**config.mk**
```make
export PLATFORM = sky130hd
export DESIGN_NAME = volume_fade_engine_unit
export DESIGN_NICKNAME = d
export VERILOG_FILES = /design/src/hw/rtl/vfe_pkg.sv /design/src/hw/rtl/vfe_csr.sv /design/src/hw/rtl/vfe_level_step.sv /design/src/hw/rtl/vfe_divider.sv /design/src/hw/rtl/volume_fade_engine_unit.sv
export SDC_FILE = /design/constraint.sdc
export NUM_CORES = 2
export LEC_CHECK = 0
export ABC_AREA = 0
export ABC_CLOCK_PERIOD_IN_PS = 8850
export BUFFER_PORTS_ARGS = -buffer_cell sky130_fd_sc_hd__buf_4
export CELL_PAD_IN_SITES_DETAIL_PLACEMENT = 1
export CELL_PAD_IN_SITES_GLOBAL_PLACEMENT = 1
export CORE_MARGIN = 2
export CORE_UTILIZATION = 40
export CTS_BUF_LIST = sky130_fd_sc_hd__clkbuf_2 sky130_fd_sc_hd__clkbuf_4 sky130_fd_sc_hd__clkbuf_8
export DETAILED_ROUTE_END_ITERATION = 10
export HOLD_SLACK_MARGIN = 0.05
export PLACE_DENSITY_LB_ADDON = 0.25
export SLEW_MARGIN = 25
export SYNTH_ARGS = -nofsm -noshare
export SYNTH_HDL_FRONTEND = slang
export SYNTH_SLANG_ARGS = --single-unit
```
**constraint.sdc**
```tcl
create_clock -name clock -period 8.85 [get_ports clock]
set_input_delay 0.885 -clock clock [delete_from_list [all_inputs] [get_ports clock]]
set_output_delay 0.885 -clock clock [all_outputs]
set_load 0.05 [all_outputs]
```
**src/hw/rtl/vfe_pkg.sv**
```systemverilog
// shared constants and types for the volume fade engine
package vfe_pkg;

   // channel counts
   localparam int VOICE_COUNT = 24;
   localparam int SLOT_COUNT  = 5;

   localparam int VOICE_IDX_W = (VOICE_COUNT > 1) ? $clog2(VOICE_COUNT) : 1;
   localparam int SLOT_IDX_W  = (SLOT_COUNT > 1) ? $clog2(SLOT_COUNT) : 1;

   // field widths
   localparam int OP_W      = 2;
   localparam int INDEX_W   = 5;
   localparam int MODE_W    = 2;
   localparam int LEVEL_W   = 7;
   localparam int STEP_W    = 7;
   localparam int TICKS_W   = 15;
   localparam int SOURCE_W  = 2;
   localparam int CHANNEL_W = 5;

   localparam logic [LEVEL_W-1:0] LEVEL_MAX = 7'h7F;

   // slot interpolation product and divider
   localparam int PROD_W    = LEVEL_W + TICKS_W;
   localparam int DIV_CNT_W = $clog2(PROD_W + 1);

   // register port
   localparam int CSR_ADDR_W = 3;
   localparam int CSR_DATA_W = 32;

   // command codes
   localparam logic [OP_W-1:0] OP_TICK       = 2'd0;
   localparam logic [OP_W-1:0] OP_SET_MASTER = 2'd1;
   localparam logic [OP_W-1:0] OP_SET_VOICE  = 2'd2;
   localparam logic [OP_W-1:0] OP_SLOT_START = 2'd3;

   // fade modes
   localparam logic [MODE_W-1:0] MODE_HOLD = 2'd0;
   localparam logic [MODE_W-1:0] MODE_DOWN = 2'd1;
   localparam logic [MODE_W-1:0] MODE_UP   = 2'd2;

   // result sources
   localparam logic [SOURCE_W-1:0] SRC_MASTER = 2'd0;
   localparam logic [SOURCE_W-1:0] SRC_VOICE  = 2'd1;
   localparam logic [SOURCE_W-1:0] SRC_SLOT   = 2'd2;

   // register indexes
   localparam logic REG_MASTER_STEP = 1'b0;
   localparam logic REG_VOICE_STEP  = 1'b1;

   typedef struct packed {
      logic [MODE_W-1:0]  mode;
      logic [LEVEL_W-1:0] left;
      logic [LEVEL_W-1:0] right;
   } pair_type;

   typedef struct packed {
      logic               start;
      logic [PROD_W-1:0]  dividend;
      logic [TICKS_W-1:0] divisor;
   } div_req_type;

   typedef struct packed {
      logic              done;
      logic [PROD_W-1:0] quotient;
   } div_rsp_type;

   typedef struct packed {
      logic [STEP_W-1:0] master_step;
      logic [STEP_W-1:0] voice_step;
   } steps_type;

endpackage

```
**src/hw/rtl/vfe_csr.sv**
```systemverilog
// step registers behind the apb-style configuration port
module vfe_csr (
   input  logic                           clock,
   input  logic                           reset,
   input  logic                           psel,
   input  logic                           penable,
   input  logic                           pwrite,
   input  logic [vfe_pkg::CSR_ADDR_W-1:0] paddr,
   input  logic [vfe_pkg::CSR_DATA_W-1:0] pwdata,
   output logic [vfe_pkg::CSR_DATA_W-1:0] prdata,
   output logic                           pready,
   output vfe_pkg::steps_type             steps
);
   import vfe_pkg::*;

   logic [STEP_W-1:0] master_step_ff, master_step_in;
   logic [STEP_W-1:0] voice_step_ff, voice_step_in;
   logic              write_en;
   logic              reg_sel;

   assign pready   = 1'b1;
   assign write_en = psel & penable & pwrite & pready;
   assign reg_sel  = paddr[CSR_ADDR_W-1];

   // register write decode
   always_comb begin
      master_step_in = master_step_ff;
      voice_step_in  = voice_step_ff;
      if (write_en) begin
         unique case (reg_sel)
            REG_MASTER_STEP: master_step_in = pwdata[STEP_W-1:0];
            REG_VOICE_STEP:  voice_step_in  = pwdata[STEP_W-1:0];
            default: ;
         endcase
      end
   end

   // read mux
   always_comb begin
      unique case (reg_sel)
         REG_MASTER_STEP: prdata = CSR_DATA_W'(master_step_ff);
         REG_VOICE_STEP:  prdata = CSR_DATA_W'(voice_step_ff);
         default:         prdata = '0;
      endcase
   end

   always_ff @(posedge clock) begin
      if (reset) begin
         master_step_ff <= '0;
         voice_step_ff  <= '0;
      end else begin
         master_step_ff <= master_step_in;
         voice_step_ff  <= voice_step_in;
      end
   end

   assign steps.master_step = master_step_ff;
   assign steps.voice_step  = voice_step_ff;

endmodule

```
**src/hw/rtl/vfe_level_step.sv**
```systemverilog
// shared fade step unit: moves one level pair down or up by a step and clamps
module vfe_level_step (
   input  vfe_pkg::pair_type                pair_i,
   input  logic [vfe_pkg::STEP_W-1:0]       step,
   output vfe_pkg::pair_type                pair_o,
   output logic                             moved
);
   import vfe_pkg::*;

   logic [LEVEL_W:0]   left_sum;
   logic [LEVEL_W:0]   right_sum;
   logic [LEVEL_W-1:0] left_new;
   logic [LEVEL_W-1:0] right_new;

   assign left_sum  = (LEVEL_W+1)'(pair_i.left) + (LEVEL_W+1)'(step);
   assign right_sum = (LEVEL_W+1)'(pair_i.right) + (LEVEL_W+1)'(step);

   always_comb begin
      pair_o    = pair_i;
      moved     = 1'b0;
      left_new  = pair_i.left;
      right_new = pair_i.right;
      case (pair_i.mode)
         // fade down, floor at zero
         MODE_DOWN: begin
            moved     = 1'b1;
            left_new  = (pair_i.left > step) ? pair_i.left - step : '0;
            right_new = (pair_i.right > step) ? pair_i.right - step : '0;
            pair_o.left  = left_new;
            pair_o.right = right_new;
            if (left_new == '0 && right_new == '0) begin
               pair_o.mode = MODE_HOLD;
            end
         end
         // fade up, ceiling at full scale
         MODE_UP: begin
            moved     = 1'b1;
            left_new  = left_sum[LEVEL_W] ? LEVEL_MAX : left_sum[LEVEL_W-1:0];
            right_new = right_sum[LEVEL_W] ? LEVEL_MAX : right_sum[LEVEL_W-1:0];
            pair_o.left  = left_new;
            pair_o.right = right_new;
            if (left_new == LEVEL_MAX && right_new == LEVEL_MAX) begin
               pair_o.mode = MODE_HOLD;
            end
         end
         // hold and the unused code leave the pair alone
         default: ;
      endcase
   end

endmodule

```
**src/hw/rtl/vfe_divider.sv**
```systemverilog
// serial restoring divider, one quotient bit per cycle
module vfe_divider (
   input  logic                 clock,
   input  logic                 reset,
   input  vfe_pkg::div_req_type req,
   output vfe_pkg::div_rsp_type rsp
);
   import vfe_pkg::*;

   logic [PROD_W-1:0]    quo_ff, quo_in;
   logic [TICKS_W:0]     rem_ff, rem_in;
   logic [TICKS_W-1:0]   divisor_ff, divisor_in;
   logic [DIV_CNT_W-1:0] count_ff, count_in;
   logic                 run_ff, run_in;
   logic                 done_ff, done_in;
   logic [TICKS_W:0]     rem_shift;
   logic                 fits;

   // one trial subtraction per cycle
   assign rem_shift = {rem_ff[TICKS_W-1:0], quo_ff[PROD_W-1]};
   assign fits      = rem_shift >= {1'b0, divisor_ff};

   always_comb begin
      quo_in     = quo_ff;
      rem_in     = rem_ff;
      divisor_in = divisor_ff;
      count_in   = count_ff;
      run_in     = run_ff;
      done_in    = 1'b0;
      if (req.start) begin
         quo_in     = req.dividend;
         rem_in     = '0;
         divisor_in = req.divisor;
         count_in   = DIV_CNT_W'(PROD_W);
         run_in     = 1'b1;
      end else if (run_ff) begin
         quo_in   = {quo_ff[PROD_W-2:0], fits};
         rem_in   = fits ? rem_shift - {1'b0, divisor_ff} : rem_shift;
         count_in = count_ff - DIV_CNT_W'(1);
         if (count_ff == DIV_CNT_W'(1)) begin
            run_in  = 1'b0;
            done_in = 1'b1;
         end
      end
   end

   // control
   always_ff @(posedge clock) begin
      if (reset) begin
         run_ff  <= 1'b0;
         done_ff <= 1'b0;
      end else begin
         run_ff  <= run_in;
         done_ff <= done_in;
      end
   end

   // datapath
   always_ff @(posedge clock) begin
      quo_ff     <= quo_in;
      rem_ff     <= rem_in;
      divisor_ff <= divisor_in;
      count_ff   <= count_in;
   end

   assign rsp.done     = done_ff;
   assign rsp.quotient = quo_ff;

endmodule

```
**src/hw/rtl/volume_fade_engine_unit.sv**
```systemverilog
// volume fade engine top level: command decode, channel sequencer and result output
// A command that sets a master or voice pair, or starts a slot fade, is taken and
// busy stays low; a slot start to a slot in range puts its single result on the
// rsp_ ports in the next cycle. A tick keeps busy high while the sequencer walks the
// master pair, every slot and every voice, the master and voice pairs through one
// shared fade step unit, one channel per cycle while no slot waits on the divider,
// and then closes out the tick. Each slot that is still interpolating runs its level
// through the serial divider one quotient bit per cycle. Each result is held back
// until the next one of the same tick is known, so rsp_last can mark the final result;
// results come out strobed by rsp_valid for one cycle each and cannot be stalled.
// A tick with no active channel gives no result.
module volume_fade_engine_unit (
   input  logic                           clock,
   input  logic                           reset,
   input  logic                           start,
   output logic                           busy,
   input  logic [vfe_pkg::OP_W-1:0]       req_op,
   input  logic [vfe_pkg::INDEX_W-1:0]    req_index,
   input  logic [vfe_pkg::MODE_W-1:0]     req_mode,
   input  logic [vfe_pkg::LEVEL_W-1:0]    req_left_level,
   input  logic [vfe_pkg::LEVEL_W-1:0]    req_right_level,
   input  logic [vfe_pkg::LEVEL_W-1:0]    req_fade_from,
   input  logic [vfe_pkg::LEVEL_W-1:0]    req_fade_to,
   input  logic [vfe_pkg::TICKS_W-1:0]    req_fade_ticks,
   output logic                           rsp_valid,
   output logic [vfe_pkg::SOURCE_W-1:0]   rsp_source,
   output logic [vfe_pkg::CHANNEL_W-1:0]  rsp_channel,
   output logic [vfe_pkg::LEVEL_W-1:0]    rsp_out_left,
   output logic [vfe_pkg::LEVEL_W-1:0]    rsp_out_right,
   output logic                           rsp_last,
   input  logic                           psel,
   input  logic                           penable,
   input  logic                           pwrite,
   input  logic [vfe_pkg::CSR_ADDR_W-1:0] paddr,
   input  logic [vfe_pkg::CSR_DATA_W-1:0] pwdata,
   output logic [vfe_pkg::CSR_DATA_W-1:0] prdata,
   output logic                           pready
);
   import vfe_pkg::*;

   typedef enum logic [6:0] {
      ST_IDLE     = 7'b0000001,
      ST_MASTER   = 7'b0000010,
      ST_SLOT     = 7'b0000100,
      ST_DIV_GO   = 7'b0001000,
      ST_DIV_WAIT = 7'b0010000,
      ST_VOICE    = 7'b0100000,
      ST_FLUSH    = 7'b1000000
   } state_type;

   // sequencer
   state_type              state_ff, state_in;
   logic [SLOT_IDX_W-1:0]  slot_idx_ff, slot_idx_in;
   logic [VOICE_IDX_W-1:0] voice_idx_ff, voice_idx_in;

   // channel state
   pair_type               master_ff, master_in;
   pair_type               voice_ff [VOICE_COUNT];
   pair_type               voice_in [VOICE_COUNT];
   logic [SLOT_COUNT-1:0]  slot_active_ff, slot_active_in;
   logic [LEVEL_W-1:0]     slot_start_ff [SLOT_COUNT];
   logic [LEVEL_W-1:0]     slot_start_in [SLOT_COUNT];
   logic [LEVEL_W-1:0]     slot_target_ff [SLOT_COUNT];
   logic [LEVEL_W-1:0]     slot_target_in [SLOT_COUNT];
   logic [LEVEL_W-1:0]     slot_level_ff [SLOT_COUNT];
   logic [LEVEL_W-1:0]     slot_level_in [SLOT_COUNT];
   logic [TICKS_W-1:0]     slot_length_ff [SLOT_COUNT];
   logic [TICKS_W-1:0]     slot_length_in [SLOT_COUNT];
   logic [TICKS_W-1:0]     slot_elapsed_ff [SLOT_COUNT];
   logic [TICKS_W-1:0]     slot_elapsed_in [SLOT_COUNT];

   // interpolation
   logic [PROD_W-1:0]      prod_ff, prod_in;
   logic                   neg_ff, neg_in;

   // held-back result
   logic                   pend_valid_ff, pend_valid_in;
   logic [SOURCE_W-1:0]    pend_source_ff, pend_source_in;
   logic [CHANNEL_W-1:0]   pend_channel_ff, pend_channel_in;
   logic [LEVEL_W-1:0]     pend_left_ff, pend_left_in;
   logic [LEVEL_W-1:0]     pend_right_ff, pend_right_in;

   // output register
   logic                   rsp_valid_ff, rsp_valid_in;
   logic [SOURCE_W-1:0]    rsp_source_ff, rsp_source_in;
   logic [CHANNEL_W-1:0]   rsp_channel_ff, rsp_channel_in;
   logic [LEVEL_W-1:0]     rsp_left_ff, rsp_left_in;
   logic [LEVEL_W-1:0]     rsp_right_ff, rsp_right_in;
   logic                   rsp_last_ff, rsp_last_in;

   // helpers
   steps_type              steps;
   pair_type               step_pair_i;
   pair_type               step_pair_o;
   logic [STEP_W-1:0]      step_amount;
   logic                   step_moved;
   div_req_type            div_req;
   div_rsp_type            div_rsp;
   logic                   accept;
   logic                   push;
   logic [SOURCE_W-1:0]    push_source;
   logic [CHANNEL_W-1:0]   push_channel;
   logic [LEVEL_W-1:0]     push_left;
   logic [LEVEL_W-1:0]     push_right;
   logic                   flush;
   logic                   slot_emit;
   logic [TICKS_W-1:0]     elapsed_inc;
   logic [LEVEL_W-1:0]     diff_mag;
   logic [LEVEL_W-1:0]     quot_lvl;
   logic [LEVEL_W-1:0]     interp_lvl;

   vfe_csr u_csr (
      .clock   (clock),
      .reset   (reset),
      .psel    (psel),
      .penable (penable),
      .pwrite  (pwrite),
      .paddr   (paddr),
      .pwdata  (pwdata),
      .prdata  (prdata),
      .pready  (pready),
      .steps   (steps)
   );

   // one fade step unit shared by master and voices
   assign step_pair_i = (state_ff == ST_MASTER) ? master_ff : voice_ff[voice_idx_ff];
   assign step_amount = (state_ff == ST_MASTER) ? steps.master_step : steps.voice_step;

   vfe_level_step u_level_step (
      .pair_i (step_pair_i),
      .step   (step_amount),
      .pair_o (step_pair_o),
      .moved  (step_moved)
   );

   assign div_req.start    = (state_ff == ST_DIV_GO);
   assign div_req.dividend = prod_ff;
   assign div_req.divisor  = slot_length_ff[slot_idx_ff];

   vfe_divider u_divider (
      .clock (clock),
      .reset (reset),
      .req   (div_req),
      .rsp   (div_rsp)
   );

   assign busy   = (state_ff != ST_IDLE);
   assign accept = start & ~busy;

   // slot interpolation terms
   assign elapsed_inc = slot_elapsed_ff[slot_idx_ff] + TICKS_W'(1);
   assign diff_mag    = (slot_target_ff[slot_idx_ff] >= slot_start_ff[slot_idx_ff]) ?
                        slot_target_ff[slot_idx_ff] - slot_start_ff[slot_idx_ff] :
                        slot_start_ff[slot_idx_ff] - slot_target_ff[slot_idx_ff];
   assign quot_lvl    = div_rsp.quotient[LEVEL_W-1:0];
   assign interp_lvl  = neg_ff ? slot_start_ff[slot_idx_ff] - quot_lvl :
                                 slot_start_ff[slot_idx_ff] + quot_lvl;

   // sequencer and channel updates
   always_comb begin
      state_in        = state_ff;
      slot_idx_in     = slot_idx_ff;
      voice_idx_in    = voice_idx_ff;
      master_in       = master_ff;
      voice_in        = voice_ff;
      slot_active_in  = slot_active_ff;
      slot_start_in   = slot_start_ff;
      slot_target_in  = slot_target_ff;
      slot_level_in   = slot_level_ff;
      slot_length_in  = slot_length_ff;
      slot_elapsed_in = slot_elapsed_ff;
      prod_in         = prod_ff;
      neg_in          = neg_ff;
      push            = 1'b0;
      push_source     = SRC_MASTER;
      push_channel    = '0;
      push_left       = step_pair_o.left;
      push_right      = step_pair_o.right;
      flush           = 1'b0;
      slot_emit       = 1'b0;
      unique case (state_ff)
         ST_IDLE: begin
            if (accept) begin
               case (req_op)
                  OP_TICK: state_in = ST_MASTER;
                  OP_SET_MASTER: begin
                     master_in.mode  = req_mode;
                     master_in.left  = req_left_level;
                     master_in.right = req_right_level;
                  end
                  OP_SET_VOICE: begin
                     if (int'(req_index) < VOICE_COUNT) begin
                        voice_in[VOICE_IDX_W'(req_index)].mode  = req_mode;
                        voice_in[VOICE_IDX_W'(req_index)].left  = req_left_level;
                        voice_in[VOICE_IDX_W'(req_index)].right = req_right_level;
                     end
                  end
                  default: begin
                     if (int'(req_index) < SLOT_COUNT) begin
                        slot_start_in[SLOT_IDX_W'(req_index)]   = req_fade_from;
                        slot_target_in[SLOT_IDX_W'(req_index)]  = req_fade_to;
                        slot_level_in[SLOT_IDX_W'(req_index)]   = req_fade_from;
                        slot_length_in[SLOT_IDX_W'(req_index)]  = req_fade_ticks;
                        slot_elapsed_in[SLOT_IDX_W'(req_index)] = '0;
                        slot_active_in[SLOT_IDX_W'(req_index)]  = 1'b1;
                        slot_emit = 1'b1;
                     end
                  end
               endcase
            end
         end
         ST_MASTER: begin
            master_in    = step_pair_o;
            push         = step_moved;
            push_source  = SRC_MASTER;
            push_channel = '0;
            slot_idx_in  = '0;
            state_in     = ST_SLOT;
         end
         ST_SLOT: begin
            if (slot_active_ff[slot_idx_ff]) begin
               slot_elapsed_in[slot_idx_ff] = elapsed_inc;
               if (elapsed_inc >= slot_length_ff[slot_idx_ff]) begin
                  // fade complete: land on the target
                  slot_level_in[slot_idx_ff]  = slot_target_ff[slot_idx_ff];
                  slot_active_in[slot_idx_ff] = 1'b0;
                  push         = 1'b1;
                  push_source  = SRC_SLOT;
                  push_channel = CHANNEL_W'(slot_idx_ff);
                  push_left    = slot_target_ff[slot_idx_ff];
                  push_right   = slot_target_ff[slot_idx_ff];
               end else begin
                  prod_in  = PROD_W'(diff_mag) * PROD_W'(elapsed_inc);
                  neg_in   = slot_target_ff[slot_idx_ff] < slot_start_ff[slot_idx_ff];
                  state_in = ST_DIV_GO;
               end
            end
            if (!slot_active_ff[slot_idx_ff] ||
                elapsed_inc >= slot_length_ff[slot_idx_ff]) begin
               if (slot_idx_ff == SLOT_IDX_W'(SLOT_COUNT - 1)) begin
                  voice_idx_in = '0;
                  state_in     = ST_VOICE;
               end else begin
                  slot_idx_in = slot_idx_ff + SLOT_IDX_W'(1);
               end
            end
         end
         ST_DIV_GO: state_in = ST_DIV_WAIT;
         ST_DIV_WAIT: begin
            if (div_rsp.done) begin
               slot_level_in[slot_idx_ff] = interp_lvl;
               push         = 1'b1;
               push_source  = SRC_SLOT;
               push_channel = CHANNEL_W'(slot_idx_ff);
               push_left    = interp_lvl;
               push_right   = interp_lvl;
               if (slot_idx_ff == SLOT_IDX_W'(SLOT_COUNT - 1)) begin
                  voice_idx_in = '0;
                  state_in     = ST_VOICE;
               end else begin
                  slot_idx_in = slot_idx_ff + SLOT_IDX_W'(1);
                  state_in    = ST_SLOT;
               end
            end
         end
         ST_VOICE: begin
            voice_in[voice_idx_ff] = step_pair_o;
            push         = step_moved;
            push_source  = SRC_VOICE;
            push_channel = CHANNEL_W'(voice_idx_ff);
            if (voice_idx_ff == VOICE_IDX_W'(VOICE_COUNT - 1)) begin
               state_in = ST_FLUSH;
            end else begin
               voice_idx_in = voice_idx_ff + VOICE_IDX_W'(1);
            end
         end
         ST_FLUSH: begin
            flush    = 1'b1;
            state_in = ST_IDLE;
         end
         default: state_in = ST_IDLE;
      endcase
   end

   // result hold-back and output register
   always_comb begin
      pend_valid_in   = pend_valid_ff;
      pend_source_in  = pend_source_ff;
      pend_channel_in = pend_channel_ff;
      pend_left_in    = pend_left_ff;
      pend_right_in   = pend_right_ff;
      rsp_valid_in    = 1'b0;
      rsp_source_in   = pend_source_ff;
      rsp_channel_in  = pend_channel_ff;
      rsp_left_in     = pend_left_ff;
      rsp_right_in    = pend_right_ff;
      rsp_last_in     = 1'b0;
      if (slot_emit) begin
         rsp_valid_in   = 1'b1;
         rsp_source_in  = SRC_SLOT;
         rsp_channel_in = CHANNEL_W'(req_index);
         rsp_left_in    = req_fade_from;
         rsp_right_in   = req_fade_from;
         rsp_last_in    = 1'b1;
      end else if (push) begin
         // a newer result exists, so the held one is not last
         rsp_valid_in    = pend_valid_ff;
         pend_valid_in   = 1'b1;
         pend_source_in  = push_source;
         pend_channel_in = push_channel;
         pend_left_in    = push_left;
         pend_right_in   = push_right;
      end else if (flush) begin
         rsp_valid_in  = pend_valid_ff;
         rsp_last_in   = 1'b1;
         pend_valid_in = 1'b0;
      end
   end

   // control registers
   always_ff @(posedge clock) begin
      if (reset) begin
         state_ff       <= ST_IDLE;
         master_ff      <= '0;
         voice_ff       <= '{default: '0};
         slot_active_ff <= '0;
         pend_valid_ff  <= 1'b0;
         rsp_valid_ff   <= 1'b0;
      end else begin
         state_ff       <= state_in;
         master_ff      <= master_in;
         voice_ff       <= voice_in;
         slot_active_ff <= slot_active_in;
         pend_valid_ff  <= pend_valid_in;
         rsp_valid_ff   <= rsp_valid_in;
      end
   end

   // payload registers
   always_ff @(posedge clock) begin
      slot_idx_ff     <= slot_idx_in;
      voice_idx_ff    <= voice_idx_in;
      slot_start_ff   <= slot_start_in;
      slot_target_ff  <= slot_target_in;
      slot_level_ff   <= slot_level_in;
      slot_length_ff  <= slot_length_in;
      slot_elapsed_ff <= slot_elapsed_in;
      prod_ff         <= prod_in;
      neg_ff          <= neg_in;
      pend_source_ff  <= pend_source_in;
      pend_channel_ff <= pend_channel_in;
      pend_left_ff    <= pend_left_in;
      pend_right_ff   <= pend_right_in;
      rsp_source_ff   <= rsp_source_in;
      rsp_channel_ff  <= rsp_channel_in;
      rsp_left_ff     <= rsp_left_in;
      rsp_right_ff    <= rsp_right_in;
      rsp_last_ff     <= rsp_last_in;
   end

   assign rsp_valid     = rsp_valid_ff;
   assign rsp_source    = rsp_source_ff;
   assign rsp_channel   = rsp_channel_ff;
   assign rsp_out_left  = rsp_left_ff;
   assign rsp_out_right = rsp_right_ff;
   assign rsp_last      = rsp_last_ff;

`ifndef NO_ASSERTIONS
   // no result may be left behind once the sequencer is idle
   a_idle_no_pending: assert property (@(posedge clock) disable iff (reset)
      state_ff == ST_IDLE |-> !pend_valid_ff)
      else $error("held result left over in idle");

   // the divider only reports while the sequencer waits for it
   a_div_done_in_wait: assert property (@(posedge clock) disable iff (reset)
      div_rsp.done |-> state_ff == ST_DIV_WAIT)
      else $error("divider done outside wait state");

   // an accepted tick starts the walk at the master pair
   a_tick_starts_master: assert property (@(posedge clock) disable iff (reset)
      accept && req_op == OP_TICK |=> state_ff == ST_MASTER)
      else $error("tick did not start at master");

   // a result strobe during a tick is never marked last before the walk ends
   a_last_only_at_end: assert property (@(posedge clock) disable iff (reset)
      rsp_valid && rsp_last |-> $past(state_ff) == ST_FLUSH || $past(state_ff) == ST_IDLE)
      else $error("last result before the end of the item");
`endif

endmodule
```
==> flow_summary.ini <==
[outcome]
outcome = complete, no violations

[final_layout]
fin_area_sq_um = 49480
final_layout_size_suffix_gt1_share_pct = 15.98
finalNonFillerCells = 6119
area_delta_synth_final_pct = 12.01
nFillCells = 12180
nNetsFinal = 4825

[clock_network]
h-tree-depth = 4
clock_sink_count = 781
cts_tree = yes
cts_buffers = 144
clk_pin_slew_ns = 0.06
root_buffer = clkbuf_8
cts_buffer_depth = 3
clk_latency_ns = 0.85

[route]
drt.antenna.violating_nets = 0
drtIter0Drc = 3123
via_count = 37650
drtPass1Iterations = 6
via_per_inst = 6.153
wl_per_cell_um = 26.83
route.detailed.drc = 0
routed_wl_mm = 164.2

[floorplanning]
io_pins = 150
die_area_sq_um = 113100
initial_core_util_pct = 40.47
die_h_um = 336.3
fp.dieW_um = 336.3
core_area_sq_um = 109200
rows = 121

[placed_design]
placed_cells = 5850
hpwl_mm = 108.8
place_area_sq_um = 46320
gp_congestion = 0.8977
port_buffers = 96

[sta]
slew_violations = 0
timing.final.crit_share_pct = 94.13
finClkSkew_ns = 0.05764
rsz0062_at_grt = no
fin_setup_tns_ns = 0
tightest_slew_ns = 1.151
min_period_ns = 8.330
hold_violations = 0
slew_headroom_pct = 22.98
max_freq_ghz = 0.1200
setup_viol = 0

[setup_path]
r2r_end = prod_ff[20]
startpoint_type = register
cp.required_ns = 9.40
path_max_fanout = 18
cp_common_cell = fa_1
rr_startpoint = slot_idx_ff[0]
end_kind = register
cpPeakStageDelay_ns = 0.53
slowest_stage = fa_1
critPathArrivalTime_ns = 8.88
reg2regPathDepth = 32
worst-r2r-setup-slack_ns = 0.52
crit_type = reg -> reg

[grt]
gr-total-overflow = 0
track_usage_pct = 28.81
grt_pass1_vias = 38310
grt_max_degree = 129
grt_pass1_wl_mm = 247.0
antenna_found_initial = 10

[power_and_ir_drop]
vdd_drop_max_mv = 0.1071
p_leak_nw = 17.94
powerDensity_nw_per_um2 = 156.8
p_total_mw = 7.760

[synth]
synth_most_common_cell = nor2_1
ys_ff_latch = 781
ys_top_cells_by_area = dfxtp_1 21%, edfxtp_1 21%, nor2_1 6.2%, mux4_2 6.0%, a211oi_1 5.0%
netlist_area_sq_um = 44170
yosys.area.top_type = dfxtp_1
synthTopCellsByCount = 728 x nor2_1, 472 x dfxtp_1, 309 x edfxtp_1, 295 x a211oi_1, 281 x a22oi_1
synth_edf_count = 309
ys_types = 101
synth-async-reset-ratio_pct = 0
syn_avg_cell_area_sq_um = 9.717
yosysTopAreaCellShare_pct = 21.39
seq_area_frac_synth_pct = 42.40
ys.flop_type = dfxtp_1
syn_inst = 4546
synth_warnings = 0

[min_path]
hold_path_class = in -> reg
min_to = slot_length_ff[7]
hold_start = req_fade_ticks[7]
min_delay_path_depth = 1

[job]
cap_violations = 0
-- routing by layer --
| metal | GRT usage, % | wire, um |
|---|---|---|
| met3 | 5.577 | 11490 |
| met5 | 0 | 57 |
| met2 | 45.97 | 75720 |
| met1 | 37.65 | 69320 |
| met4 | 13.49 | 7580 |
-- cells in the final DEF (no fill, tap or decap), types with 164 or more instances in the layout --
cell      netlist  layout
a21oi_1       169     168
nand2_1       273     273
nor2_1        728     701
inv_1         173     171
dfxtp_1       472     472
edfxtp_1      309     309
a211oi_1      295     295
a22oi_1       281     281
clkbuf_8        0     164
buf_4          42     246
-- how the worst max path moves through the flow --
stage               slack, ns          end            from  cells after the start
floorplan                0.40  prod_ff[20]  slot_idx_ff[0]                     34
global placement         0.34  prod_ff[20]  slot_idx_ff[0]                     30
detailed placement       0.20  prod_ff[20]  slot_idx_ff[0]                     29
CTS                      0.13  prod_ff[20]  slot_idx_ff[0]                     29
global route             0.01  prod_ff[20]  slot_idx_ff[0]                     32
finish                   0.52  prod_ff[20]  slot_idx_ff[0]                     32
-- sequential cells by signal, summed over array words and instances, names as in the netlist, 7 cells and up --
signal	cells
u_csr.voice_step_ff	7
pend_left_ff	7
voice_ff	384
slot_start_ff	35
slot_length_ff	75
slot_target_ff	35
rsp_out_left	7
master_ff	16
u_divider.divisor_ff	15
rsp_out_right	7
prod_ff	22
state_ff	7
pend_right_ff	7
u_divider.quo_ff	22
slot_elapsed_ff	75
u_divider.rem_ff	15
u_csr.master_step_ff	7
-- logic make-up (layout without fill, tap and decap cells) --
kind of cell	Yosys count	in the layout	synth area share (%)
AOI/OAI and AO/OA	1221	1221	20.33
xor gates and xnor gates	79	79	1.660
other	2	27	0.01700
adders and majority gates	202	202	6.945
buffers and inverters	628	700	6.163
and+or+nand+nor	1418	1418	14.24
DFF	781	781	42.40
muxes	215	215	8.254
-- per-stage QoR --
| stage | util (%) | hold WS (ns) | worst slack [ns] |
|---|---|---|---|
| after floorplan | - | 0.4010 | 0.3956 |
| after global placement | 42.33 | 0.4078 | 0.3429 |
| after detailed placement | 42.44 | 0.4293 | 0.2007 |
| after CTS | 45.13 | 0.1855 | 0.1274 |
| after global routing | 45.33 | 0.2224 | 0.01289 |
| final | 45.33 | 0.2516 | 0.5196 |
-- critical path, delay by kind of cell, from the launching register on --
family                   cells  cell delay (ns)
AO/OA/AOI/OAI                9             1.94
XOR/XNOR                     2             0.31
adder cells (fa/ha/maj)      6             2.60
buffers and inverters        7             1.11
flip-flops                   1             0.42
multiplexers                 1             0.31
AND/OR/NAND/NOR              7             1.33
-- cell type report --
cell class	instances	area [sq um]	area share (%)
repair buffers	261	2210	4.466
multi-input cells	3161	23080	46.64
diodes	1	2.502	0.005058
flip-flops and latches	781	18730	37.85
well taps	1476	1847	3.732
inverters	181	679.4	1.373
clock buffers	217	2655	5.366
clock inverters	41	281.5	0.5690
-- power breakdown --
group | switching, mW | internal (mW) | total [mW]
logic | 0.282 | 0.112 | 0.394
registers | 0.0119 | 3.75 | 3.76
clock network | 1.65 | 1.96 | 3.61
-- repair_timing --
action | in CTS | in global routing
gates resized for setup | 0 | 4
setup endpoints to repair | 0 | 8
setup buffers | 0 | 5
hold buffers | 0 | 0
Power figures use the tool's default switching activity.
